===== src/rtl/core/srcr_queue.sv =====
module srcr_queue #(
  parameter int W = 8
) (
  input  logic         clk,
  input  logic         rst_n,
  input  logic         push,
  input  logic [W-1:0] wdata,
  output logic         full,
  input  logic         pop,
  output logic [W-1:0] rdata,
  output logic         valid
);

  logic [W-1:0] ent_r [2];
  logic         wp_r;
  logic         wp_nxt;
  logic         rp_r;
  logic         rp_nxt;
  logic [1:0]   cnt_r;
  logic [1:0]   cnt_nxt;

  assign full  = (cnt_r == 2'd2);
  assign valid = (cnt_r != 2'd0);
  assign rdata = ent_r[rp_r];

  // Pointer and fill count update.
  always_comb begin
    wp_nxt  = push ? !wp_r : wp_r;
    rp_nxt  = pop ? !rp_r : rp_r;
    cnt_nxt = 2'(cnt_r + {1'b0, push} - {1'b0, pop});
  end

  always_ff @(posedge clk) begin
    if (!rst_n) begin
      wp_r  <= 1'b0;
      rp_r  <= 1'b0;
      cnt_r <= 2'd0;
    end else begin
      wp_r  <= wp_nxt;
      rp_r  <= rp_nxt;
      cnt_r <= cnt_nxt;
    end
  end

  // Entry storage.
  always_ff @(posedge clk) begin
    if (push) begin
      ent_r[wp_r] <= wdata;
    end
  end

endmodule


===== config.mk =====
export PLATFORM = sky130hd
export DESIGN_NAME = srcr_queue
export DESIGN_NICKNAME = d
export VERILOG_FILES = /design/src/rtl/core/srcr_queue.sv
export SDC_FILE = /design/constraint.sdc
export NUM_CORES = 1
export LEC_CHECK = 0
export BUFFER_PORTS_ARGS = -buffer_cell sky130_fd_sc_hd__buf_2
export CAP_MARGIN = 25
export CORE_UTILIZATION = 40
export DETAILED_ROUTE_END_ITERATION = 12
export HOLD_SLACK_MARGIN = 0.02
export PLACE_DENSITY_LB_ADDON = 0.05
export SYNTH_ARGS = -nofsm -noshare
export SYNTH_HDL_FRONTEND = slang
export SYNTH_SLANG_ARGS = --single-unit

===== constraint.sdc =====
create_clock -name clk -period 3.23 [get_ports clk]
set_clock_uncertainty 0.2 [all_clocks]
set_input_delay 0.646 -clock clk [delete_from_list [all_inputs] [get_ports clk]]
set_output_delay 0.646 -clock clk [all_outputs]
set_load 0.01 [all_outputs]

==> impl_metrics.csv <==
group,metric,value,unit
power_and_ir_drop,powerDensity,539,nW/um^2
logic_synthesis,synth_common_cells,"16 x edfxtp_1, 8 x mux2_1, 5 x dfxtp_1",
clock_tree,clock_path_buffers,2,
global_route,grt_usage,10.8,%
power_and_ir_drop,p_sw,113,uW
logic_synthesis,synth-edff-count,16,
clock_tree,insertion_delay,0.28,ns
power_and_ir_drop,clock_power_share,22.5,%
global_route,grt_start_max_net_pins,12,
finish,diodes,0,
power_and_ir_drop,sw_frac_of_total,21.9,%
detailed_routing,viasPerCell,4.40,
detailed_routing,drt_pass1_iterations,3,
detailed_routing,drtAntennaViolNets,0,
timing,slew_viol_final,0,
setup_path,cp_max_fo,8,
detailed_routing,routed_wl,1040,microns
logic_synthesis,synth_xor_area_share,3.89,%
run,max-cap-violations,0,
clock_tree,hold_buffers,0,
floorplan,die_w,46.8,microns
hold_path,min_path_type,"input port to flop",
power_and_ir_drop,seqPwrFrac,62.2,%
finish,layout-drive-gt1-share,34.3,%
logic_synthesis,ys_warn_count,0,
logic_synthesis,synthFlopType,"edfxtp_1",
finish,fillers,161,
placement,dpl-instance-area,935,sq um
setup_path,timing_worst_setup_path_type,"flop to output port",
clock_tree,cts_buffers,3,
floorplan,die-area,2190,sq um
floorplan,pin_count,22,
finish,area_delta_synth_final,19.6,%
logic_synthesis,synth_seq_cells,21,
setup_path,worst-path-buf-inv,1,
logic_synthesis,synth_top_area_share,59.8,%
setup_path,cp-end-kind,"output port",
logic_synthesis,synth_compound_area_share,0.935,%
setup_path,path_delay_family,"flip-flops",
logic_synthesis,yosysUniqueCellTypes,12,
detailed_routing,via_count,418,
timing,tns,0,ns
power_and_ir_drop,p_int,404,uW
logic_synthesis,synth_top_family_by_area,"multiplexers",
outcome,status,"complete, no violations",
global_route,grt_overflow,0,
logic_synthesis,synth.area.top_cells,"edfxtp_1 60%, dfxtp_1 12%, mux2_1 11%, and2_1 3.1%, ha_1 3.1%",
logic_synthesis,yosysMostFrequentCell,"edfxtp_1",
clock_tree,cts_tree,"done",
power_and_ir_drop,p_leak,0.390,nW
power_and_ir_drop,pwr-share-comb,15.3,%
timing,hold_violations,0,
logic_synthesis,synth.cell_area,803,sq um
floorplan,start_util,44.6,%
clock_tree,cts_setup_buffers,0,
floorplan,die_h,46.8,microns
timing,relSlewSlack,51.4,%
logic_synthesis,yosysTopAreaCell,"edfxtp_1",
setup_path,crit_required,2.38,ns
floorplan,num_rows,15,
timing,worst_pin_slew,0.728,ns
detailed_routing,wl_per_cell,11.0,microns
setup_path,slowest_stage,"dfxtp_1",
timing,period_share,68.1,%
clock_tree,cts_resized,0,
clock_tree,clk_pin_slew,0.11,ns
clock_tree,cts.sink_count,21,
global_route,grt_pass1_wl,1540,microns
clock_tree,cts_root_buf,"clkbuf_4",
placement,gp_congestion,0.658,
timing,max_freq,455,MHz
clock_tree,ctsHtreeMaxLevel,1,
detailed_routing,drc,0,
floorplan,core_area,1800,sq um
logic_synthesis,synth_simple_gate_area_share,7.01,%
power_and_ir_drop,ir_drop,0.310,mV
logic_synthesis,synth_fa_ha_area_share,3.12,%
logic_synthesis,netlist_instances,46,
setup_path,cp-start-kind,"flop",
setup_path,cp.arrival,1.35,ns
detailed_routing,first_iter_violations,4,
finish,finalNetCount,85,
global_route,grt_pass1_vias,372,
finish,fin_area,961,sq um
logic_synthesis,synthArstFlopShare,0,%
logic_synthesis,syn_nets,60,
setup_path,max_stage_delay,0.56,ns
logic_synthesis,synth_area_per_cell,17.5,sq um
placement,portBuffers,21,
setup_path,worstPathCellList,"mux2_1, buf_2",
timing,rsz0062_at_grt,"no",
global_route,antenna_found_initial,0,
logic_synthesis,seq_area_frac_synth,72.3,%
timing,period_needed,2.20,ns
timing,setup_viol,0,
logic_synthesis,synth.area.mux_share,11.2,%
## final timing paths
kind | from | endpoint | slack (ns) | cells past startpoint
max | flop | rdata[4] | 1.03 | 2
min | wdata[2] | ent_r[1][2] | 0.34 | 1
max reg2reg | cnt_r[0] | cnt_r[1] | 1.64 | 6
min reg2reg | rp_r | flop | 0.40 | 2
## registers in the layout (all words and copies together) (netlist names), named ones only
name	cells
ent_r	16
cnt_r	2
rp_r	1
wp_r	1
## cells by family after synthesis
family / after synthesis
AOI/OAI and AO/OA: 1
adders and majority gates: 2
and+or+nand+nor: 9
muxes: 8
buffers and inverters: 3
xor gates and xnor gates: 2
DFF: 21
## worst register-to-register path: stages, from the launching register on
cell	delay, ns
dfxtp_1	0.36
inv_1	0.05
ha_1	0.26
inv_1	0.05
ha_1	0.14
xnor3_1	0.37
nor2b_1	0.10
## per-layer routing
metal | part of all wire [%] | GRT usage (%) | vias up | routed length (microns)
met4 | 0 | 5.14 | 0 | 0
met5 | 0 | 0 | - | 0
met3 | 4.3 | 4.62 | 0 | 45
met1 | 45 | 13.6 | 194 | 472
met2 | 50 | 16.4 | 13 | 527
li1 | - | - | 211 | -
## power groups by stage
stage | sequential, mW | combinational [mW] | clock, mW
floorplan | 0.323 | 0.0554 | 0
global placement | 0.328 | 0.0801 | 0
detailed placement | 0.329 | 0.0805 | 0
CTS | 0.323 | 0.0811 | 0.124
global route | 0.324 | 0.0883 | 0.138
finish | 0.322 | 0.0793 | 0.116
## stage by stage
stage                     setup slack, ns  hold slack, ns  std cells  power (mW)  util, %
final                                1.03           0.339         95       0.518     53.3
after global routing                0.941           0.309         95       0.550     53.3
after CTS                           0.995           0.330         95       0.528     53.3
after detailed placement             1.25           0.371         91       0.409     51.9
after global placement               1.25           0.368         91       0.408     51.9
after floorplan                      1.43           0.355         46       0.378        -
## final cells by class
cell class / count / area [sq um] / area share (%)
flip-flops and latches: 21 / 581 / 60.4
multi-input cells: 22 / 210 / 21.9
repair buffers: 21 / 105 / 10.9
well taps: 25 / 31.3 / 3.26
clock buffers: 4 / 26.3 / 2.73
inverters: 2 / 7.51 / 0.781
## cell usage in the layout, fill, tap and decap left out, types with 2 or more instances in the layout
cell type  netlist  routed
and2_1           4       4
inv_1            2       2
mux2_1           8       8
clkbuf_4         0       3
nor2b_1          4       4
ha_1             2       2
dfxtp_1          5       5
buf_2            1      21
edfxtp_1        16      16
No activity file was read; power rests on OpenSTA's default activity.
