[src/rtl/core/srcr_pkg.sv]
package srcr_pkg;

  // Fixed field widths of the step and smoothing paths.
  localparam int STEP_W = 27;
  localparam int COEF_W = 24;
  localparam int T_W    = 24;

  localparam logic [STEP_W-1:0] STEP_ONE   = 27'd16777216;
  localparam logic [STEP_W-1:0] STEP_MIN   = 27'd4194304;
  localparam logic [STEP_W-1:0] STEP_MAX   = 27'd67108864;
  localparam logic [COEF_W-1:0] COEF_RESET = 24'd1174;

  // Results per item are capped; a fresh stream waits two samples.
  localparam logic [4:0] MAX_OUT    = 5'd16;
  localparam logic [2:0] PEND_START = 3'd2;

  // Classified command that travels from the front to the back.
  typedef struct packed {
    logic [STEP_W-1:0] step;
    logic              start;
    logic              last;
  } cmd_ctl_t;

  localparam int CTL_W = $bits(cmd_ctl_t);

  // Back-end status seen at the top level.
  typedef struct packed {
    logic       idle;
    logic [4:0] n_emit;
  } bk_stat_t;

  typedef enum logic [2:0] {
    BK_IDLE,
    BK_CHECK,
    BK_CALC,
    BK_EMIT,
    BK_FLUSH
  } back_state_t;

  typedef enum logic [1:0] {
    PH_MAIN,
    PH_DRAIN_A,
    PH_DRAIN_B
  } phase_t;

  typedef enum logic [2:0] {
    CU_IDLE,
    CU_M1,
    CU_M2,
    CU_M3,
    CU_DIV,
    CU_QUO,
    CU_FIX
  } cub_state_t;

endpackage

[src/rtl/core/srcr_front.sv]
module srcr_front
  import srcr_pkg::*;
#(
  parameter int SAMPLE_BITS = 24
) (
  input  logic                          clk,
  input  logic                          rst_n,
  input  logic                          in_valid,
  output logic                          in_stall,
  input  logic signed [SAMPLE_BITS-1:0] in_sample_in,
  input  logic [STEP_W-1:0]             in_target_step,
  input  logic                          in_first_item,
  input  logic                          in_last_item,
  input  logic                          q_full,
  output logic                          q_push,
  output logic [SAMPLE_BITS+CTL_W-1:0]  q_data
);

  logic              started_r;
  logic              started_nxt;
  logic              accept;
  logic [STEP_W-1:0] step_c;
  cmd_ctl_t          ctl;

  // A beat is taken whenever the queue has room.
  assign in_stall = q_full;
  assign accept   = in_valid && !q_full;
  assign q_push   = accept;

  // Clamp the wanted step to the supported range.
  always_comb begin
    if (in_target_step < STEP_MIN) begin
      step_c = STEP_MIN;
    end else if (in_target_step > STEP_MAX) begin
      step_c = STEP_MAX;
    end else begin
      step_c = in_target_step;
    end
  end

  // An item outside a running stream starts one.
  always_comb begin
    ctl.step  = step_c;
    ctl.start = in_first_item || !started_r;
    ctl.last  = in_last_item;
  end

  assign q_data = {in_sample_in, ctl};

  // The stream runs from its first beat until a last beat.
  assign started_nxt = accept ? !in_last_item : started_r;

  always_ff @(posedge clk) begin
    if (!rst_n) begin
      started_r <= 1'b0;
    end else begin
      started_r <= started_nxt;
    end
  end

endmodule

[config.mk]
export PLATFORM = sky130hd
export DESIGN_NAME = srcr_front
export DESIGN_NICKNAME = d
export VERILOG_FILES = /design/src/rtl/core/srcr_pkg.sv /design/src/rtl/core/srcr_front.sv
export SDC_FILE = /design/constraint.sdc
export NUM_CORES = 1
export LEC_CHECK = 0
export BUFFER_PORTS_ARGS = -buffer_cell sky130_fd_sc_hd__clkbuf_2
export CAP_MARGIN = 20
export CORE_MARGIN = 2
export CORE_UTILIZATION = 21
export CTS_BUF_LIST = sky130_fd_sc_hd__clkbuf_4 sky130_fd_sc_hd__clkbuf_8
export DETAILED_ROUTE_END_ITERATION = 8
export PLACE_DENSITY = 0.77
export SLEW_MARGIN = 20
export SYNTH_ARGS = -nofsm -noshare
export SYNTH_HDL_FRONTEND = slang
export SYNTH_SLANG_ARGS = --single-unit
[constraint.sdc]
create_clock -name clk -period 0.8 [get_ports clk]
set_input_delay 0 -clock clk [delete_from_list [all_inputs] [get_ports clk]]
set_output_delay 0 -clock clk [all_outputs]
set_load 0.02 [all_outputs]
==> results.toml, run 1 <==
[outcome]
outcome = "complete, but fails checks"
violations = "negative setup slack"

[worst_setup_path]
critical_path.top_delay_family = "buffers and inverters"
crit_path_frequent_cell = "buf_6"
required_ns = 0.80
rr_worst_depth = 1
critPathBufInv = 4
r2r_end = "started_r"
endpoint_kind = "primary output"
cp.arrival_ns = 0.87
path_max_fanout = 6
r2r_start = "started_r"
critPathKind = "input pin to primary output"
path_cells = "buf_6, nor4_4, buf_6, buf_6, nor3b_2, buf_4"
r2r_slack_ns = 0.18
setup.worst_path.start_class = "input pin"
critical-path-max-stage-delay_ns = 0.27
worst_path_max_delay_cell = "nor4_4"
critPathLaunch = "in_target_step[25]"

[finish]
mostFrequentLayoutCells = "clkbuf_2 (46), nor3b_1 (13), buf_4 (11)"
largest_reg_flops = 1
top_regs = "started_r: 1 flops"
drive_gt1_frac = 0.794
final_util = 0.353
largest_register = "started_r"
antennaDiodeCount = 0
syn2layout_area_growth_pct = 57.5
mostFrequentLayoutCell = "clkbuf_2"
fin_nets = 161

[grt]
track_usage = 0.102
grt_pass1_vias = 517
grt.overflow.total = 0
grt_pass1_wl_um = 2230
grt_max_degree = 18
antenna_found_initial = 0

[power_and_ir_drop]
total_power_mw = 0.500
power.density_nw_per_um2 = 635
power.leakage_nw = 0.424
peakVddDrop_mv = 0.460

[drt]
vias = 561
route.antenna.remaining_nets = 0
viasPerCell = 4.32
wl_per_cell_um = 13.4
maxUsedRoutingLayer = "met4"
wl_um = 1750
first_iter_violations = 1
route.detailed.drc = 0
wl_met1_um = 635
met2_length_um = 868
met3_length_um = 212
firstDrtPassIters = 2

[sta]
maxSlewViolCount = 0
hold_viol = 0
finalSetupViolCount = 23
clock_skew_ns = 0
worstMarginPinSlew_ns = 0.209
slew_headroom = 0.859
fin_ws_ns = -0.0683
fin_setup_tns_ns = -1.22
post-route-period-util = 1.09
max_freq_ghz = 1.15
fin_crit_ns = 0.868
rsz0062_at_grt = "true"

[yosys]
avgSynthCellArea_um2 = 7.82
ys_seq_elements = 1
netlist_area_um2 = 500
synthCells = 64
seq_area_frac_synth = 0.0400
synth_cell_type_count = 12
synth_fp_nets = 121
yosys_warnings = 0

[die]
die-area_um2 = 2790
row_count = 17
die_h_um = 52.8
boundaryPins = 112
core-area_um2 = 2230
start_util = 0.224
die_width_um = 52.8

[place]
dpl.hpwl_um = 1380
numPortBuffers = 63
gp_congestion = 0.681

[min_path]
holdPathEnd = "q_data[41]"
hold_path_depth = 0
hold_start = "in_sample_in[12]"
hp-class = "input pin to primary output"

[clocking]
ctsHoldBuffers = 0
insertion_delay_ns = 0

[flow_run]
maxCapViolCount = 0
==> worst max-delay path by stage <==
stage	end	slack [ns]	cells past startpoint
3_5_place_dp	q_data[3]	-0.09	5
6_report	q_data[19]	-0.07	6
3_3_place_gp	q_data[3]	-0.06	5
2_1_floorplan	q_data[10]	-0.08	3
5_1_grt	q_data[19]	-0.1	6
4_1_cts	q_data[6]	-0.08	6
==> power breakdown <==
| part | switching (mW) | total (mW) | internal, mW |
|---|---|---|---|
| registers | 0.00187 | 0.0562 | 0.0543 |
| clock network | 0 | 0 | 0 |
| logic | 0.230 | 0.444 | 0.215 |
==> cell families (layout without fill, tap and decap cells) <==
logic type,after synthesis,in the layout,share of synthesized area
buffers and inverters,32,70,0.470
and+or+nand+nor,29,29,0.450
AOI/OAI and AO/OA,2,2,0.0400
DFF,1,1,0.0400
==> cell type report <==
cell class                 count  area (µm²)
timing repair buffer          70         443
fill                         241        1450
sequential                     1        20.0
multi-input combinational     31         290
tap                           28        35.0
==> synth_stat cells <==
library cell  number  area share
buf_2              2       0.020
buf_4             26        0.39
buf_6              2       0.045
clkbuf_1           2       0.015
dfxtp_1            1       0.040
nand2b_1           1       0.013
nand3b_1           1       0.015
nor2b_1            4       0.050
nor3b_1           22        0.33
nor4_4             1       0.042
o211a_1            1       0.020
o21ba_2            1       0.020
==> through the flow <==
step	cells	setup slack, ns	hold WS [ns]	instance area, µm²
3_3_place_gp	127	-0.0625	0.000137	646
3_5_place_dp	127	-0.0902	0.000137	646
6_report	130	-0.0683	0.00000659	788
5_1_grt	130	-0.0984	0.0000292	788
2_1_floorplan	64	-0.0817	0.0850	500
4_1_cts	129	-0.0848	0.000137	693
==> layer usage <==
metal  GRT usage  up-vias
met5           0        -
met4      0.0214        0
met3      0.0171       10
met2       0.185       42
met1       0.123      245
li1            -      264
==> what timing repair did <==
action | in CTS | in global routing
pin swaps | 1 | 9
gates resized for setup | 8 | 40
endpoints found under the setup margin | 22 | 23
setup buffers | 1 | 0
cloned | 1 | 1
Power figures use the tool's default switching activity.
==> inputs of run 2 (changes only) <==
--- a/config.mk
+++ b/config.mk
@@ -8,10 +8,10 @@
 export BUFFER_PORTS_ARGS = -buffer_cell sky130_fd_sc_hd__clkbuf_2
 export CAP_MARGIN = 20
 export CORE_MARGIN = 2
-export CORE_UTILIZATION = 21
+export CORE_UTILIZATION = 24
 export CTS_BUF_LIST = sky130_fd_sc_hd__clkbuf_4 sky130_fd_sc_hd__clkbuf_8
 export DETAILED_ROUTE_END_ITERATION = 8
-export PLACE_DENSITY = 0.77
+export PLACE_DENSITY = 0.83
 export SLEW_MARGIN = 20
 export SYNTH_ARGS = -nofsm -noshare
 export SYNTH_HDL_FRONTEND = slang
==> constraint.sdc (replaced) <==
create_clock -name clk -period 0.87 [get_ports clk]
set_input_delay 0 -clock clk [delete_from_list [all_inputs] [get_ports clk]]
set_output_delay 0 -clock clk [all_outputs]
set_load 0.02 [all_outputs]
==> results.toml, run 2 (same netlist as run 1, synthesis figures left out) <==
[die]
die_width_um = 49.7
die_h_um = 49.7
start_util = 0.255
boundaryPins = 112
row_count = 16
core-area_um2 = 1960
die-area_um2 = 2470

[worst_setup_path]
endpoint_kind = "primary output"
rr_worst_depth = 1
path_max_fanout = 6
setup.worst_path.start_class = "input pin"
cp.arrival_ns = 0.88
critPathKind = "input pin to primary output"
r2r_slack_ns = 0.24
r2r_start = "started_r"
r2r_end = "started_r"
required_ns = 0.87
critPathLaunch = "in_target_step[24]"
crit_end = "q_data[20]"

[finish]
drive_gt1_frac = 0.812
fin_nets = 160
multiInputGateArea_um2 = 300
largest_register = "started_r"
largest_reg_flops = 1
top_regs = "started_r: 1 flops"
seq_area_um2 = 20.0
fillCellCount = 221
final_util = 0.402
mostFrequentLayoutCells = "clkbuf_2 (47), buf_4 (12), nor3b_2 (11), nor3b_1 (11)"
antennaDiodeCount = 0
syn2layout_area_growth_pct = 57.7
mostFrequentLayoutCell = "clkbuf_2"

[grt]
antenna_found_initial = 0
track_usage = 0.100
grt.overflow.total = 0
grt_pass1_vias = 509
grt_pass1_wl_um = 2070
grt_max_degree = 24

[sta]
fin_setup_tns_ns = -0.00503
max_freq_ghz = 1.14
finalSetupViolCount = 1
post-route-period-util = 1.01
fin_crit_ns = 0.875
worstMarginPinSlew_ns = 0.207
rsz0062_at_grt = "true"
fin_ws_ns = -0.00503
hold_viol = 0
slew_headroom = 0.861
clock_skew_ns = 0
maxSlewViolCount = 0

[drt]
firstDrtPassIters = 1
vias = 560
viasPerCell = 4.38
first_iter_violations = 0
wl_um = 1690
route.detailed.drc = 0
wl_per_cell_um = 13.2
route.antenna.remaining_nets = 0

[power_and_ir_drop]
power.density_nw_per_um2 = 585
power.leakage_nw = 0.424
total_power_mw = 0.462
peakVddDrop_mv = 0.302

[min_path]
hp-class = "input pin to primary output"

[place]
numPortBuffers = 63
dpl.hpwl_um = 1300
gp_congestion = 0.604

[clocking]
ctsHoldBuffers = 0
insertion_delay_ns = 0

[flow_run]
maxCapViolCount = 0

[outcome]
violations = "negative setup slack"
outcome = "complete, but fails checks"
==> run 2: how the worst min path moves through the flow <==
stage	startpoint	to	slack (ns)	depth (start not counted)
2_1_floorplan	q_full	q_push	0.08	1
3_3_place_gp	in_sample_in[6]	q_data[35]	0.0001	0
3_5_place_dp	in_sample_in[6]	q_data[35]	0.0001	0
4_1_cts	in_sample_in[6]	q_data[35]	0.0001	0
5_1_grt	in_sample_in[3]	q_data[32]	0.00003	0
6_report	in_sample_in[7]	q_data[36]	0.000009	0
==> run 2: through the flow <==
step                cell area, µm²  setup slack (ns)  hold slack, ns  std cells
floorplan                      500           -0.0117          0.0850         64
global placement               649            0.0306        0.000149        125
detailed placement             649           0.00223        0.000149        125
CTS                            649           0.00307        0.000149        125
global route                   790           -0.0438       0.0000308        128
finish                         790          -0.00503      0.00000883        128
==> run 2: critical path, stage by stage <==
cell     delay, ns
buf_6         0.10
nor4_4        0.27
buf_6         0.17
buf_8         0.13
nor3b_2       0.05
buf_4         0.16
==> run 2: where the power goes <==
part           switching, mW  total [mW]  internal, mW
Sequential           0.00181      0.0517        0.0499
Combinational          0.213       0.410         0.197
Clock                      0           0             0
==> run 2: per-layer routing <==
layer | wire length, µm | GRT usage
met4 | 58 | 0.0370
met2 | 973 | 0.209
met3 | 147 | 0.00606
met1 | 515 | 0.101
met5 | 0 | 0
==> run 2: cell type report <==
cell class | instances | area share
multi-input combinational | 31 | 0.380
timing repair buffer | 69 | 0.552
tap | 27 | 0.0428
sequential | 1 | 0.0254
==> run 2: repair_timing <==
| item | CTS | global route |
|---|---|---|
| buffers inserted | 0 | 1 |
| endpoints found under the setup margin | 0 | 22 |
| resized for setup | 0 | 50 |
