File: src/rtl/core/srcr_pkg.sv
package srcr_pkg;

  // Fixed field widths of the step and smoothing paths.
  localparam int STEP_W = 27;
  localparam int COEF_W = 24;
  localparam int T_W    = 24;

  localparam logic [STEP_W-1:0] STEP_ONE   = 27'd16777216;
  localparam logic [STEP_W-1:0] STEP_MIN   = 27'd4194304;
  localparam logic [STEP_W-1:0] STEP_MAX   = 27'd67108864;
  localparam logic [COEF_W-1:0] COEF_RESET = 24'd1174;

  // Results per item are capped; a fresh stream waits two samples.
  localparam logic [4:0] MAX_OUT    = 5'd16;
  localparam logic [2:0] PEND_START = 3'd2;

  // Classified command that travels from the front to the back.
  typedef struct packed {
    logic [STEP_W-1:0] step;
    logic              start;
    logic              last;
  } cmd_ctl_t;

  localparam int CTL_W = $bits(cmd_ctl_t);

  // Back-end status seen at the top level.
  typedef struct packed {
    logic       idle;
    logic [4:0] n_emit;
  } bk_stat_t;

  typedef enum logic [2:0] {
    BK_IDLE,
    BK_CHECK,
    BK_CALC,
    BK_EMIT,
    BK_FLUSH
  } back_state_t;

  typedef enum logic [1:0] {
    PH_MAIN,
    PH_DRAIN_A,
    PH_DRAIN_B
  } phase_t;

  typedef enum logic [2:0] {
    CU_IDLE,
    CU_M1,
    CU_M2,
    CU_M3,
    CU_DIV,
    CU_QUO,
    CU_FIX
  } cub_state_t;

endpackage

File: src/rtl/core/srcr_back.sv
module srcr_back
  import srcr_pkg::*;
#(
  parameter int SAMPLE_BITS   = 24,
  parameter int FRACTION_BITS = 24
) (
  input  logic                          clk,
  input  logic                          rst_n,
  input  logic                          q_valid,
  input  logic [SAMPLE_BITS+CTL_W-1:0]  q_data,
  output logic                          q_pop,
  input  logic [COEF_W-1:0]             coef,
  output logic                          cu_start,
  output logic signed [SAMPLE_BITS-1:0] cu_fm1,
  output logic signed [SAMPLE_BITS-1:0] cu_f0,
  output logic signed [SAMPLE_BITS-1:0] cu_f1,
  output logic signed [SAMPLE_BITS-1:0] cu_f2,
  output logic [T_W-1:0]                cu_t,
  input  logic                          cu_done,
  input  logic signed [SAMPLE_BITS-1:0] cu_y,
  output logic                          out_valid,
  input  logic                          out_stall,
  output logic signed [SAMPLE_BITS-1:0] out_sample_out,
  output logic                          out_run_end,
  output bk_stat_t                      stat
);

  localparam int F      = FRACTION_BITS;
  localparam int POS_W  = F + 3;
  localparam int PROD_W = STEP_W + 1 + COEF_W + 1;
  localparam logic signed [PROD_W-1:0] SM_HALF = PROD_W'(25'sd8388608);

  back_state_t st_r;
  back_state_t st_nxt;

  logic signed [SAMPLE_BITS-1:0] win_r [4];
  logic [F-1:0]                  frac_r;
  logic [2:0]                    pend_r;
  logic [STEP_W-1:0]             smoothed_r;
  logic [STEP_W-1:0]             held_r;
  logic [4:0]                    n_r;
  phase_t                        phase_r;
  phase_t                        phase_nxt;
  logic signed [SAMPLE_BITS-1:0] s_r;
  logic                          last_r;
  logic signed [PROD_W-1:0]      sm_prod_r;
  logic signed [SAMPLE_BITS-1:0] hold_r;
  logic                          hold_vld_r;
  logic                          out_vld_r;
  logic signed [SAMPLE_BITS-1:0] out_smp_r;
  logic                          out_end_r;

  cmd_ctl_t                      q_ctl;
  logic signed [SAMPLE_BITS-1:0] q_smp;
  logic                          out_free;
  logic                          emit_ok;
  logic                          more_drain;
  logic                          do_shift;
  logic                          emit_go;
  logic                          push;
  logic                          push_end;
  logic                          flush_go;
  logic                          sm_upd;
  logic signed [STEP_W:0]        delta;
  logic signed [PROD_W-1:0]      sm_prod;
  logic signed [PROD_W-1:0]      sm_rnd_full;
  logic signed [STEP_W+1:0]      sm_sum;
  logic [POS_W-1:0]              stepf;
  logic [POS_W-1:0]              pos;
  logic [2:0]                    pend_dec;

  assign q_ctl = q_data[CTL_W-1:0];
  assign q_smp = q_data[SAMPLE_BITS+CTL_W-1:CTL_W];

  assign out_free = !out_vld_r || !out_stall;

  // Loop control: emit while the window is centred and the cap allows.
  always_comb begin
    emit_ok    = (pend_r == 3'd0) && (n_r != MAX_OUT) &&
                 !((phase_r == PH_DRAIN_B) && (frac_r != '0));
    more_drain = ((phase_r == PH_MAIN) && last_r) || (phase_r == PH_DRAIN_A);
    case (phase_r)
      PH_MAIN:    phase_nxt = PH_DRAIN_A;
      PH_DRAIN_A: phase_nxt = PH_DRAIN_B;
      default:    phase_nxt = PH_DRAIN_B;
    endcase
  end

  // Next-state logic.
  always_comb begin
    st_nxt = st_r;
    case (st_r)
      BK_IDLE:  if (q_valid) st_nxt = BK_CHECK;
      BK_CHECK: begin
        if (emit_ok) begin
          st_nxt = BK_CALC;
        end else if (!more_drain) begin
          st_nxt = BK_FLUSH;
        end
      end
      BK_CALC:  if (cu_done) st_nxt = BK_EMIT;
      BK_EMIT:  if (!hold_vld_r || out_free) st_nxt = BK_CHECK;
      BK_FLUSH: if (!hold_vld_r || out_free) st_nxt = BK_IDLE;
      default:  st_nxt = BK_IDLE;
    endcase
  end

  // Per-state control outputs.
  always_comb begin
    q_pop    = 1'b0;
    cu_start = 1'b0;
    do_shift = 1'b0;
    emit_go  = 1'b0;
    push     = 1'b0;
    push_end = 1'b0;
    flush_go = 1'b0;
    sm_upd   = 1'b0;
    case (st_r)
      BK_IDLE:  q_pop = q_valid;
      BK_CHECK: begin
        cu_start = emit_ok;
        do_shift = !emit_ok && more_drain;
      end
      BK_CALC:  sm_upd = cu_done;
      BK_EMIT:  begin
        emit_go = !hold_vld_r || out_free;
        push    = hold_vld_r && out_free;
      end
      BK_FLUSH: begin
        flush_go = !hold_vld_r || out_free;
        push     = hold_vld_r && out_free;
        push_end = 1'b1;
      end
      default: begin
        q_pop = 1'b0;
      end
    endcase
  end

  // One-pole smoother: product registered, rounded add on completion.
  assign delta       = $signed({1'b0, held_r}) - $signed({1'b0, smoothed_r});
  assign sm_prod     = delta * $signed({1'b0, coef});
  assign sm_rnd_full = (sm_prod_r + SM_HALF) >>> 24;
  assign sm_sum      = $signed({2'b00, smoothed_r}) + sm_rnd_full[STEP_W+1:0];

  // Step scaled to the fraction width, and the advanced position.
  if (F >= 24) begin : g_wide
    assign stepf = POS_W'(smoothed_r) << (F - 24);
    assign cu_t  = frac_r[F-1 -: T_W];
  end else begin : g_narrow
    assign stepf = POS_W'(smoothed_r >> (24 - F));
    assign cu_t  = T_W'(frac_r) << (24 - F);
  end

  assign pos      = {3'b000, frac_r} + stepf;
  assign pend_dec = (pend_r != 3'd0) ? pend_r - 3'd1 : pend_r;

  assign cu_fm1 = win_r[0];
  assign cu_f0  = win_r[1];
  assign cu_f1  = win_r[2];
  assign cu_f2  = win_r[3];

  assign out_valid      = out_vld_r;
  assign out_sample_out = out_smp_r;
  assign out_run_end    = out_end_r;

  assign stat.idle   = (st_r == BK_IDLE);
  assign stat.n_emit = n_r;

  // Control registers.
  always_ff @(posedge clk) begin
    if (!rst_n) begin
      st_r       <= BK_IDLE;
      hold_vld_r <= 1'b0;
      out_vld_r  <= 1'b0;
      n_r        <= 5'd0;
      phase_r    <= PH_MAIN;
    end else begin
      st_r <= st_nxt;
      if (emit_go) begin
        hold_vld_r <= 1'b1;
      end else if (flush_go) begin
        hold_vld_r <= 1'b0;
      end
      if (push) begin
        out_vld_r <= 1'b1;
      end else if (!out_stall) begin
        out_vld_r <= 1'b0;
      end
      if (q_pop) begin
        n_r     <= 5'd0;
        phase_r <= PH_MAIN;
      end else begin
        if (emit_go) begin
          n_r <= n_r + 5'd1;
        end
        if (do_shift) begin
          phase_r <= phase_nxt;
        end
      end
    end
  end

  // Window, position and step registers.
  always_ff @(posedge clk) begin
    if (q_pop) begin
      s_r    <= q_smp;
      last_r <= q_ctl.last;
      held_r <= q_ctl.step;
      if (q_ctl.start) begin
        for (int i = 0; i < 4; i++) begin
          win_r[i] <= q_smp;
        end
        frac_r     <= '0;
        pend_r     <= PEND_START;
        smoothed_r <= q_ctl.step;
      end else begin
        win_r[0] <= win_r[1];
        win_r[1] <= win_r[2];
        win_r[2] <= win_r[3];
        win_r[3] <= q_smp;
        pend_r   <= pend_dec;
      end
    end
    if (do_shift) begin
      win_r[0] <= win_r[1];
      win_r[1] <= win_r[2];
      win_r[2] <= win_r[3];
      win_r[3] <= s_r;
      pend_r   <= pend_dec;
    end
    if (cu_start) begin
      sm_prod_r <= sm_prod;
    end
    if (sm_upd) begin
      smoothed_r <= sm_sum[STEP_W-1:0];
    end
    if (emit_go) begin
      frac_r <= pos[F-1:0];
      pend_r <= pos[POS_W-1:F];
      hold_r <= cu_y;
    end
    if (push) begin
      out_smp_r <= hold_r;
      out_end_r <= push_end;
    end
  end

endmodule

File: config.mk
export PLATFORM = sky130hd
export DESIGN_NAME = srcr_back
export DESIGN_NICKNAME = d
export VERILOG_FILES = /design/src/rtl/core/srcr_pkg.sv /design/src/rtl/core/srcr_back.sv
export SDC_FILE = /design/constraint.sdc
export NUM_CORES = 2
export LEC_CHECK = 0
export BUFFER_PORTS_ARGS = -buffer_cell sky130_fd_sc_hd__buf_4
export CAP_MARGIN = 5
export CORE_MARGIN = 3
export CORE_UTILIZATION = 64
export DETAILED_ROUTE_END_ITERATION = 10
export PLACE_DENSITY = 0.84
export SLEW_MARGIN = 20
export SYNTH_ARGS = -nofsm -noshare
export SYNTH_HDL_FRONTEND = slang
export SYNTH_SLANG_ARGS = --single-unit
export TNS_END_PERCENT = 30
File: constraint.sdc
create_clock -name clk -period 12.6 [get_ports clk]
set_input_delay 1.89 -clock clk [delete_from_list [all_inputs] [get_ports clk]]
set_output_delay 1.89 -clock clk [all_outputs]
set_load 0.01 [all_outputs]
==> results.cfg <==
[global_routing]
grt_pass1_vias = 30200
grt_busiest_layer = met2
grt_usage = 0.327
antenna_found_initial = 2
grt_use_met1 = 0.421
gr-usage-met2 = 0.543
grt_first_pass_wirelength_mm = 162
overflow = 0
gr-usage-met3 = 0.0701
grt_max_degree = 73

[worst_setup_path]
crit_required_ns = 12.92
end_kind = register
critPathSlowestCell = a21oi_2
startpoint_type = register
cp.arrival_ns = 10.87
cp_slowest_stage_delay_ns = 0.87
crit_type = reg -> reg
path_delay_family = compound AO/OA/AOI/OAI gates
cp_max_fo = 14
worst_path_most_repeated_cell = fa_1
crit_buf_inv = 4

[timing]
relSlewSlack = 0.244
skew_ns = 0.0256
tightest_slew_ns = 1.13
setup_viol_count_final = 0
fmax_mhz = 94.8
rsz0062_at_grt = no
maxSlewViolCount = 0
min_period_ns = 10.55
tns_ns = 0
finalCritPeriodShare = 0.837
finalHoldViolCount = 0

[status]
status = completed

[clock_tree]
post-cts-setup-buffers = 0
cts_tree = yes
clk_latency_ns = 0.57
clockBufferDepth = 3
cts.sinks = 291
cts_root_buf = clkbuf_16
postCtsHoldBufs = 0
clk_pin_slew_ns = 0.07
numCtsBuffers = 27
cts_htree_levels = 1
cts_resized = 0

[yosys]
synth_fp_nets = 4943
synth_edf_count = 279
synth_mux_area_frac = 0.00884
synth_compound_area_frac = 0.0619
synth.most_common_cell = inv_1
yosys_register_bits = 291
synthTopCellsByCount = inv_1, fa_1, nand2_1
ys_seq_area_frac = 0.222
synthArstFlopShare = 0
synth_top_family_by_area = adder cells
synth_top_area_cell = fa_1
synth.area.top_cells = fa_1, edfxtp_1, inv_1
synth_xor_area_frac = 0.0306
synth_top_cell_area_share = 0.352
syn_area_per_cell_um2 = 9.90
synth_cell_type_count = 73
synthAdderAreaFrac = 0.424
synth-simple-area-share = 0.160
synth_ff_type = edfxtp_1
syn_area_um2 = 38900
syn_inst = 3930
yosys_warnings = 0

[die]
boundaryPins = 260
die_width_um = 253
initial_utilization = 0.653
core_um2 = 59600
rows = 89
chipHeight_um = 253
dieArea_um2 = 63800

[finish]
area_growth_pct = 9.77
nets = 5101
fillers = 4162
final_layout_size_suffix_gt1_frac = 0.105

[route]
wl_per_cell_um = 20.9
drc = 0
drt_iter0_markers = 2216
vias = 28700
vias_per_cell = 5.87
dr.pass1.iters = 5
antenna_left = 0
wl_mm = 102

[place]
gp_congestion = 0.943
dpl.hpwl_mm = 77.1
port_buffers = 259

[run]
maxCapViolCount = 0

[hold_path]
hp-class = reg -> reg
cell families after synthesis:
kind of cell / after synthesis
AND/OR/NAND/NOR: 1238
XOR/XNOR: 136
AO/OA/AOI/OAI: 362
buffers and inverters: 965
adder cells (fa/ha/maj): 907
flip-flops: 291
multiplexers: 31
placed cells by master, fill, tap and decap left out, types with 6 or more instances in the layout:
master     Yosys  routed
a211oi_1      15      15
a21o_1        48      47
a21oi_1       92      87
a311o_1       12      12
a311oi_1      12      12
a31oi_1        7       7
a32oi_1        9       9
and2_1       300     300
and3_1        24      24
and4bb_2       6       6
buf_4          0     305
bufinv_16      0       6
clkbuf_16      0      27
dfxtp_1       12      12
edfxtp_1     279     279
fa_1         685     685
ha_1         222     222
inv_1        787     786
mux2_2        27      27
nand2_1      574     574
nand2b_1      30      29
nand3_1       30      30
nand4_1       12      12
nand4b_1      12      12
nand4bb_1     11      11
nor2_1       105     104
nor2b_1       53      53
nor3_1        21      21
nor3b_1       19      19
nor4_1        11      10
nor4bb_1       6       6
o21a_1        19      19
o21ai_0       78      78
o21bai_1      13      13
o31ai_1        8       8
xnor2_1       88      75
xnor2_2        0      11
xor2_1        48      42
path summary, 6_finish.rpt:
path | depth (start not counted) | endpoint | startpoint | slack, ns
max | 29 | sm_prod_r[47] | smoothed_r[2] | 2.05
min | 0 | out_sample_out[23] | hold_r[23] | 0.41
max reg2reg | 29 | sm_prod_r[47] | smoothed_r[2] | 2.05
min reg2reg | 0 | out_sample_out[23] | hold_r[23] | 0.41
stage by stage:
step	instance area, µm²	hold slack (ns)	util	std cells	setup WS (ns)
final	42700	0.415	0.717	4883	2.05
after global placement	41700	0.401	0.700	4831	2.22
after CTS	42700	0.417	0.716	4881	2.11
after floorplan	38900	0.400	-	3930	3.39
after detailed placement	41700	0.405	0.700	4832	2.10
after global routing	42700	0.422	0.717	4882	1.59
routing by layer:
metal	wire [µm]	up-vias
met4	4860	2
met2	48500	1550
met3	10400	319
met1	38400	14300
met5	12	-
li1	-	12500
flip-flops by register name, summed over array words and instances (netlist names), 3 cells and up:
name,count
pend_r,3
smoothed_r,27
hold_r,24
cu_t,24
sm_prod_r,28
st_r,3
held_r,27
win_r,96
n_r,5
s_r,24
out_sample_out,24
area by class of cell:
type | instances | area (µm²) | area share
Clock inverter | 20 | 278 | 0.00650
Clock buffer | 29 | 683 | 0.0160
Antenna cell | 2 | 5.00 | 0.000117
Tap cell | 773 | 967 | 0.0226
Timing Repair Buffer | 306 | 2300 | 0.0539
Sequential cell | 291 | 8620 | 0.202
Multi-Input combinational cell | 2674 | 26900 | 0.630
Inverter | 788 | 2960 | 0.0693
Power is left out: the tool's default activity adds up to more than one toggle a clock period on the data nets, which glitch-free logic cannot reach.
