### config.mk
export PLATFORM = sky130hd
export DESIGN_NAME = srcr_cubic
export DESIGN_NICKNAME = d
export VERILOG_FILES = /design/src/rtl/core/srcr_pkg.sv /design/src/rtl/core/srcr_cubic.sv
export SDC_FILE = /design/constraint.sdc
export NUM_CORES = 2
export LEC_CHECK = 0
export BUFFER_PORTS_ARGS = -buffer_cell sky130_fd_sc_hd__buf_4
export CAP_MARGIN = 30
export CORE_MARGIN = 1
export CORE_UTILIZATION = 66
export DETAILED_ROUTE_END_ITERATION = 12
export PLACE_DENSITY = 0.95
export SLEW_MARGIN = 0
export SYNTH_ARGS = -nofsm -noshare
export SYNTH_HDL_FRONTEND = slang
export SYNTH_SLANG_ARGS = --single-unit
export TNS_END_PERCENT = 5
### constraint.sdc
create_clock -name clk -period 16.1 [get_ports clk]
set_input_delay 0 -clock clk [delete_from_list [all_inputs] [get_ports clk]]
set_output_delay 0 -clock clk [all_outputs]
set_load 0.01 [all_outputs]
### src/rtl/core/srcr_pkg.sv
package srcr_pkg;

  // Fixed field widths of the step and smoothing paths.
  localparam int STEP_W = 27;
  localparam int COEF_W = 24;
  localparam int T_W    = 24;

  localparam logic [STEP_W-1:0] STEP_ONE   = 27'd16777216;
  localparam logic [STEP_W-1:0] STEP_MIN   = 27'd4194304;
  localparam logic [STEP_W-1:0] STEP_MAX   = 27'd67108864;
  localparam logic [COEF_W-1:0] COEF_RESET = 24'd1174;

  // Results per item are capped; a fresh stream waits two samples.
  localparam logic [4:0] MAX_OUT    = 5'd16;
  localparam logic [2:0] PEND_START = 3'd2;

  // Classified command that travels from the front to the back.
  typedef struct packed {
    logic [STEP_W-1:0] step;
    logic              start;
    logic              last;
  } cmd_ctl_t;

  localparam int CTL_W = $bits(cmd_ctl_t);

  // Back-end status seen at the top level.
  typedef struct packed {
    logic       idle;
    logic [4:0] n_emit;
  } bk_stat_t;

  typedef enum logic [2:0] {
    BK_IDLE,
    BK_CHECK,
    BK_CALC,
    BK_EMIT,
    BK_FLUSH
  } back_state_t;

  typedef enum logic [1:0] {
    PH_MAIN,
    PH_DRAIN_A,
    PH_DRAIN_B
  } phase_t;

  typedef enum logic [2:0] {
    CU_IDLE,
    CU_M1,
    CU_M2,
    CU_M3,
    CU_DIV,
    CU_QUO,
    CU_FIX
  } cub_state_t;

endpackage

### src/rtl/core/srcr_cubic.sv
module srcr_cubic
  import srcr_pkg::*;
#(
  parameter int SAMPLE_BITS = 24
) (
  input  logic                          clk,
  input  logic                          rst_n,
  input  logic                          start,
  input  logic signed [SAMPLE_BITS-1:0] fm1,
  input  logic signed [SAMPLE_BITS-1:0] f0,
  input  logic signed [SAMPLE_BITS-1:0] f1,
  input  logic signed [SAMPLE_BITS-1:0] f2,
  input  logic [T_W-1:0]                t,
  output logic                          done,
  output logic signed [SAMPLE_BITS-1:0] y
);

  // Accumulator width covers the largest Horner intermediate.
  localparam int X    = SAMPLE_BITS + 6;
  localparam int K    = X + 2;
  localparam int MB_W = (X + 1 > T_W + 1) ? X + 1 : T_W + 1;
  localparam int P_W  = X + MB_W;

  localparam logic signed [MB_W-1:0] RECIP =
    MB_W'(((64'd1 << K) + 64'd5) / 64'd6);
  localparam logic signed [P_W-1:0] RND_HALF = $signed({{(P_W-24){1'b0}}, 24'h800000});
  localparam logic signed [X-1:0]   DIV_BIAS = X'(3);
  localparam logic signed [X-1:0]   SIX      = X'(6);

  cub_state_t st_r;
  cub_state_t st_nxt;

  logic signed [X-1:0]           a_r;
  logic signed [X-1:0]           b_r;
  logic signed [X-1:0]           d_r;
  logic signed [SAMPLE_BITS-1:0] f0_r;
  logic [T_W-1:0]                t_r;
  logic signed [X-1:0]           acc_r;
  logic signed [P_W-1:0]         prod_r;
  logic signed [X-1:0]           q_r;
  logic signed [SAMPLE_BITS-1:0] y_r;

  logic signed [X-1:0]   em1;
  logic signed [X-1:0]   e0;
  logic signed [X-1:0]   e1;
  logic signed [X-1:0]   e2;
  logic signed [X-1:0]   bsum;
  logic signed [X-1:0]   a_c;
  logic signed [X-1:0]   b_c;
  logic signed [X-1:0]   d_c;
  logic                  sel_recip;
  logic                  sel_a;
  logic signed [X-1:0]   mul_a;
  logic signed [MB_W-1:0] mul_b;
  logic signed [P_W-1:0] mul_p;
  logic signed [P_W-1:0] rnd_full;
  logic signed [X-1:0]   rnd;
  logic signed [P_W-1:0] quo_full;
  logic signed [X-1:0]   q6;
  logic signed [X-1:0]   rem;
  logic signed [X-1:0]   q_fix;
  logic signed [X-1:0]   ys;
  logic signed [SAMPLE_BITS-1:0] y_sat;

  // Polynomial coefficients from the window.
  always_comb begin
    em1  = X'(fm1);
    e0   = X'(f0);
    e1   = X'(f1);
    e2   = X'(f2);
    a_c  = e2 - em1 - (e1 + (e1 <<< 1)) + (e0 + (e0 <<< 1));
    bsum = e1 + em1 - (e0 <<< 1);
    b_c  = bsum + (bsum <<< 1);
    d_c  = e2 + (em1 <<< 1) - ((e1 <<< 2) + (e1 <<< 1)) + (e0 + (e0 <<< 1));
  end

  // Next-state logic of the evaluation sequencer.
  always_comb begin
    case (st_r)
      CU_IDLE: st_nxt = start ? CU_M1 : CU_IDLE;
      CU_M1:   st_nxt = CU_M2;
      CU_M2:   st_nxt = CU_M3;
      CU_M3:   st_nxt = CU_DIV;
      CU_DIV:  st_nxt = CU_QUO;
      CU_QUO:  st_nxt = CU_FIX;
      CU_FIX:  st_nxt = CU_IDLE;
      default: st_nxt = CU_IDLE;
    endcase
  end

  // Output and operand selection of the sequencer.
  always_comb begin
    done      = 1'b0;
    sel_recip = 1'b0;
    sel_a     = 1'b0;
    case (st_r)
      CU_M1:   sel_a     = 1'b1;
      CU_DIV:  sel_recip = 1'b1;
      CU_FIX:  done      = 1'b1;
      default: begin
        done = 1'b0;
      end
    endcase
  end

  // Shared multiplier with half-up rounding by 2^24.
  assign mul_a    = sel_a ? a_r : acc_r;
  assign mul_b    = sel_recip ? RECIP : MB_W'(t_r);
  assign mul_p    = mul_a * mul_b;
  assign rnd_full = (mul_p + RND_HALF) >>> 24;
  assign rnd      = rnd_full[X-1:0];

  // Quotient correction and saturation.
  always_comb begin
    q6    = (q_r <<< 2) + (q_r <<< 1);
    rem   = acc_r - q6;
    q_fix = (rem >= SIX) ? q_r + X'(1) : q_r;
    ys    = X'(f0_r) + q_fix;
    if ((&ys[X-1:SAMPLE_BITS-1]) || !(|ys[X-1:SAMPLE_BITS-1])) begin
      y_sat = ys[SAMPLE_BITS-1:0];
    end else if (ys[X-1]) begin
      y_sat = {1'b1, {(SAMPLE_BITS-1){1'b0}}};
    end else begin
      y_sat = {1'b0, {(SAMPLE_BITS-1){1'b1}}};
    end
  end

  assign quo_full = prod_r >>> K;
  assign y        = y_r;

  always_ff @(posedge clk) begin
    if (!rst_n) begin
      st_r <= CU_IDLE;
    end else begin
      st_r <= st_nxt;
    end
  end

  // Datapath registers, one multiplication per cycle.
  always_ff @(posedge clk) begin
    case (st_r)
      CU_IDLE: begin
        if (start) begin
          a_r  <= a_c;
          b_r  <= b_c;
          d_r  <= d_c;
          f0_r <= f0;
          t_r  <= t;
        end
      end
      CU_M1:   acc_r  <= rnd + b_r;
      CU_M2:   acc_r  <= rnd - d_r;
      CU_M3:   acc_r  <= rnd + DIV_BIAS;
      CU_DIV:  prod_r <= mul_p;
      CU_QUO:  q_r    <= quo_full[X-1:0];
      CU_FIX:  y_r    <= y_sat;
      default: begin
        y_r <= y_r;
      end
    endcase
  end

endmodule

==> summary by stage <==
Routing
The DRC violations left is 2. For this block, the routed nets add up to roughly 150000 µm of wire. The wire length per cell after detailed routing is 22.8 µm. The average vias per placed instance is 6.19.

The first TritonRoute pass finished after 12 iterations. The count of vias placed by the detailed router is ~42000. The number of nets with antenna violations after detailed routing is 0.

The initial detailed-routing violation count is 4447.

Die
The total core area is 77300 µm². The height of the die is 281 µm. The initial utilization of the core area, before any placement, comes to 0.666. The initialized floorplan defines 102 standard-cell rows. around 150 I/O pins were placed. The die covers 79200 µm². The floorplan die width is around 280 µm.

Setup path
Data arrives at the worst endpoint at 14.64 ns. The kind of capture point of the worst setup path is a flip-flop. The largest single stage delay on the critical path is 0.72 ns. The largest fanout on the critical path is 52. The worst-path cell with the longest stage delay is sky130_fd_sc_hd__buf_4. The critical path required time is 16.43 ns. By startpoint and endpoint, the worst setup path is classified as reg2reg. The critical path starts at st_r[2].

The source of the worst register-to-register timing path is st_r[2]. The worst setup path is launched from a flip-flop. By instance count, the cell type seen most on the critical path is sky130_fd_sc_hd__fa_1.

Synthesis
The post-synth net total is between 7000 and 8000. The number of different library cells in the post-synthesis netlist is 100. In this run, synthesis inferred 245 flip-flops with an integrated enable.

The most used flip-flop cell after synthesis is sky130_fd_sc_hd__edfxtp_1. In this run the cell area of the synthesized design comes to 51500 µm². Counting flops with an async set or reset pin after synthesis yields a share of 0.

In this run, synthesis produced a sequential element count of 248. The count of synthesis-stage warnings from yosys is 0. The register area share after synthesis is 0.144. After technology mapping, the gate count stands at 5579.

The average footprint of a synthesized cell is 9.23 µm².

Global routing
The largest net degree at the start of global routing is 77. The wire length of the first global-routing pass is about 240000 µm. The number of global-route vias before repair came to 45400. In the global route stage, overall resource usage came out at 0.401. The initial antenna violation count is 4. The total congestion overflow after global routing is 0.

Layout
The net count of the finished layout is between 7000 and 8000. The cell area after layout is 55400 µm². The fill cell instance count of the final layout is ~5300. The total area of multi-input combinational cells is 38900 µm².

The growth of design area from synthesis to finish is 7.60%. The share of cells above drive strength 1 is 0.0593. The combined flip-flop and latch cell area is 7420 µm². At the end of the flow the core is filled with cells to 0.717.

Clocking
The clock-pin slew of the registers on the worst-case setup and hold paths is 0.09 ns. The clock buffer count from CTS is 28. Gates resized during post-CTS repair numbered 0.

For this design, the sink count on the clock tree is about 250. The maximum root-to-sink buffer count is 3. The CTS H-tree depth is 1. The clock tree from TritonCTS is built.

The clock root buffer master is sky130_fd_sc_hd__clkbuf_16. The clock latency of the later-clocked register in the worst-skew pair is 0.62 ns.

Place
The post-detailed-placement half-perimeter wirelength is about 120000 µm. The placed instances occupy a cell area of 54000 µm². Routability-driven placement finished with a final weighted congestion of 1.05. Port buffering added around 150 buffers.

Job
The tool flagged a number of max-cap violations equal to 0.

STA
The max-slew violation total from the final report was 0. Setup violations remaining at the end of the flow were counted as 0. Between clock sinks in the finished design, the worst skew comes to 0.0417 ns.

At the pin with the least slew margin, the transition time is 1.06 ns. The post-route setup TNS is 0 ns. The normalized max-slew margin is 0.278.

The final-report hold violation count is 0. Setup repair after global routing left no endpoint under its margin. Final hold analysis gives a worst-case slack of 0.107 ns. Subtracting the final worst setup slack from the clock period gives 14.32 ns. Of the available clock period, the critical path in the final layout requires 0.889. The maximum frequency from static timing analysis is between 60 and 70 MHz.

Outcome
The run finished, with violations left. The checks that failed: DRC.

Min path
The kind of path behind the tightest hold check is in2reg. The hold path startpoint is t[5].
-- area by class of cell --
| cell class | count | share of cell area |
|---|---|---|
| Antenna cell | 3 | 0.000135 |
| Clock buffer | 39 | 0.0136 |
| Clock inverter | 12 | 0.00232 |
| Inverter | 1237 | 0.0838 |
| Multi-Input combinational cell | 3940 | 0.702 |
| Sequential cell | 248 | 0.134 |
| Tap cell | 1040 | 0.0235 |
| Timing Repair Buffer | 276 | 0.0410 |
-- registers in the layout (all words and copies together), names as in the netlist --
signal / cells
st_r: 3
acc_r: 30
t_r: 24
q_r: 29
d_r: 29
a_r: 28
b_r: 28
f0_r: 24
prod_r: 29
y: 24
-- routing by layer --
layer	GRT usage	wire, µm	up-vias
met4	0.295	14100	6
met1	0.451	49900	20500
met2	0.665	72700	2907
met5	0	38	-
met3	0.0994	17800	919
li1	-	-	17800
-- what timing repair did --
| item | 4_1_cts | 5_1_grt |
|---|---|---|
| hold buffers | 54 | 0 |
| endpoints found under the hold margin | 56 | 0 |
| endpoints found under the setup margin | 0 | 0 |
| setup buffers | 0 | 0 |
-- path summary, 6_finish.rpt --
path                                   to  slack (ns)  cells after the start
worst min register to register    q_r[28]        0.42                      0
worst min-delay path               t_r[5]        0.11                      2
worst max-delay path            acc_r[29]        1.78                     46
worst max register to register  acc_r[29]        1.78                     46
-- worst max-delay path: cells and delay by family, from the launching register on --
kind | cells | cell delay [ns]
AO/OA/AOI/OAI | 12 | 3.40
XOR/XNOR | 3 | 0.94
adder cells (fa/ha/maj) | 10 | 4.73
buffers and inverters | 8 | 1.57
flip-flops | 1 | 0.52
AND/OR/NAND/NOR | 13 | 2.78
-- through the flow --
step,worst slack (ns),cells
floorplan,4.21,5579
global route,1.21,6792
detailed placement,2.29,6685
global placement,2.79,6683
finish,1.78,6795
CTS,2.09,6790
-- cell usage after synthesis, types with 6 or more instances --
library cell,n,share of area
sky130_fd_sc_hd__xor2_1,91,0.015
sky130_fd_sc_hd__nand2_1,523,0.038
sky130_fd_sc_hd__a21oi_1,153,0.015
sky130_fd_sc_hd__o211ai_1,13,0.0019
sky130_fd_sc_hd__clkbuf_1,144,0.010
sky130_fd_sc_hd__and2_1,21,0.0025
sky130_fd_sc_hd__or3_1,26,0.0032
sky130_fd_sc_hd__o21ai_0,115,0.011
sky130_fd_sc_hd__nand4_1,17,0.0021
sky130_fd_sc_hd__a41oi_1,6,0.0010
sky130_fd_sc_hd__a21boi_0,17,0.0025
sky130_fd_sc_hd__a31oi_1,19,0.0023
sky130_fd_sc_hd__and4_1,15,0.0025
sky130_fd_sc_hd__o2111ai_1,12,0.0020
sky130_fd_sc_hd__o31ai_1,11,0.0016
sky130_fd_sc_hd__o21bai_1,24,0.0035
sky130_fd_sc_hd__inv_1,1234,0.090
sky130_fd_sc_hd__mux2i_1,25,0.0049
sky130_fd_sc_hd__buf_2,6,0.00058
sky130_fd_sc_hd__nor3_1,82,0.0080
sky130_fd_sc_hd__o21ai_1,6,0.00058
sky130_fd_sc_hd__edfxtp_1,245,0.14
sky130_fd_sc_hd__nand3_1,59,0.0057
sky130_fd_sc_hd__a31o_2,9,0.0015
sky130_fd_sc_hd__xnor2_1,191,0.032
sky130_fd_sc_hd__fa_1,899,0.35
sky130_fd_sc_hd__nor2_1,595,0.043
sky130_fd_sc_hd__nand2b_1,43,0.0052
sky130_fd_sc_hd__a311oi_1,8,0.0014
sky130_fd_sc_hd__a21o_1,96,0.014
sky130_fd_sc_hd__nor2b_1,49,0.0059
sky130_fd_sc_hd__o41ai_1,7,0.0012
sky130_fd_sc_hd__a2111oi_0,6,0.0010
sky130_fd_sc_hd__a211o_1,15,0.0025
sky130_fd_sc_hd__nand3b_1,8,0.0012
sky130_fd_sc_hd__a211oi_1,14,0.0020
sky130_fd_sc_hd__ha_1,562,0.14
sky130_fd_sc_hd__o21a_1,25,0.0036
sky130_fd_sc_hd__and3_1,33,0.0040
sky130_fd_sc_hd__or2_2,25,0.0030
sky130_fd_sc_hd__nor4_1,16,0.0019
-- kinds of logic (layout without fill, tap and decap cells) --
group                      count (synthesis)  after routing  synth area share
muxes                                     25             25           0.00486
AOI/OAI and AO/OA                        614            614            0.0801
and+or+nand+nor                         1551           1551             0.134
buffers and inverters                   1391           1564             0.102
DFF                                      248            248             0.144
other                                      2              5          0.000146
adders and majority gates               1461           1461             0.486
xor gates and xnor gates                 287            287            0.0500
-- layout by cell type, fill, tap and decap left out, drive strengths merged, types with 17 or more instances in the layout --
cell type	count
nor3	86
dlygate4sd3	54
or3	26
nand3	60
xnor2	193
fa	899
xor2	92
and2	21
and3	34
nor2	596
nor2b	49
or2	28
mux2i	25
a31oi	21
edfxtp	245
nand2	524
nand2b	44
a21oi	153
o21ai	123
inv	1237
ha	562
nand4	17
buf	222
a21o	96
a21boi	17
o21bai	24
clkbuf	39
o21a	25
Power is left out: the tool's default activity adds up to more than one toggle a clock period on the data nets, which glitch-free logic cannot reach.
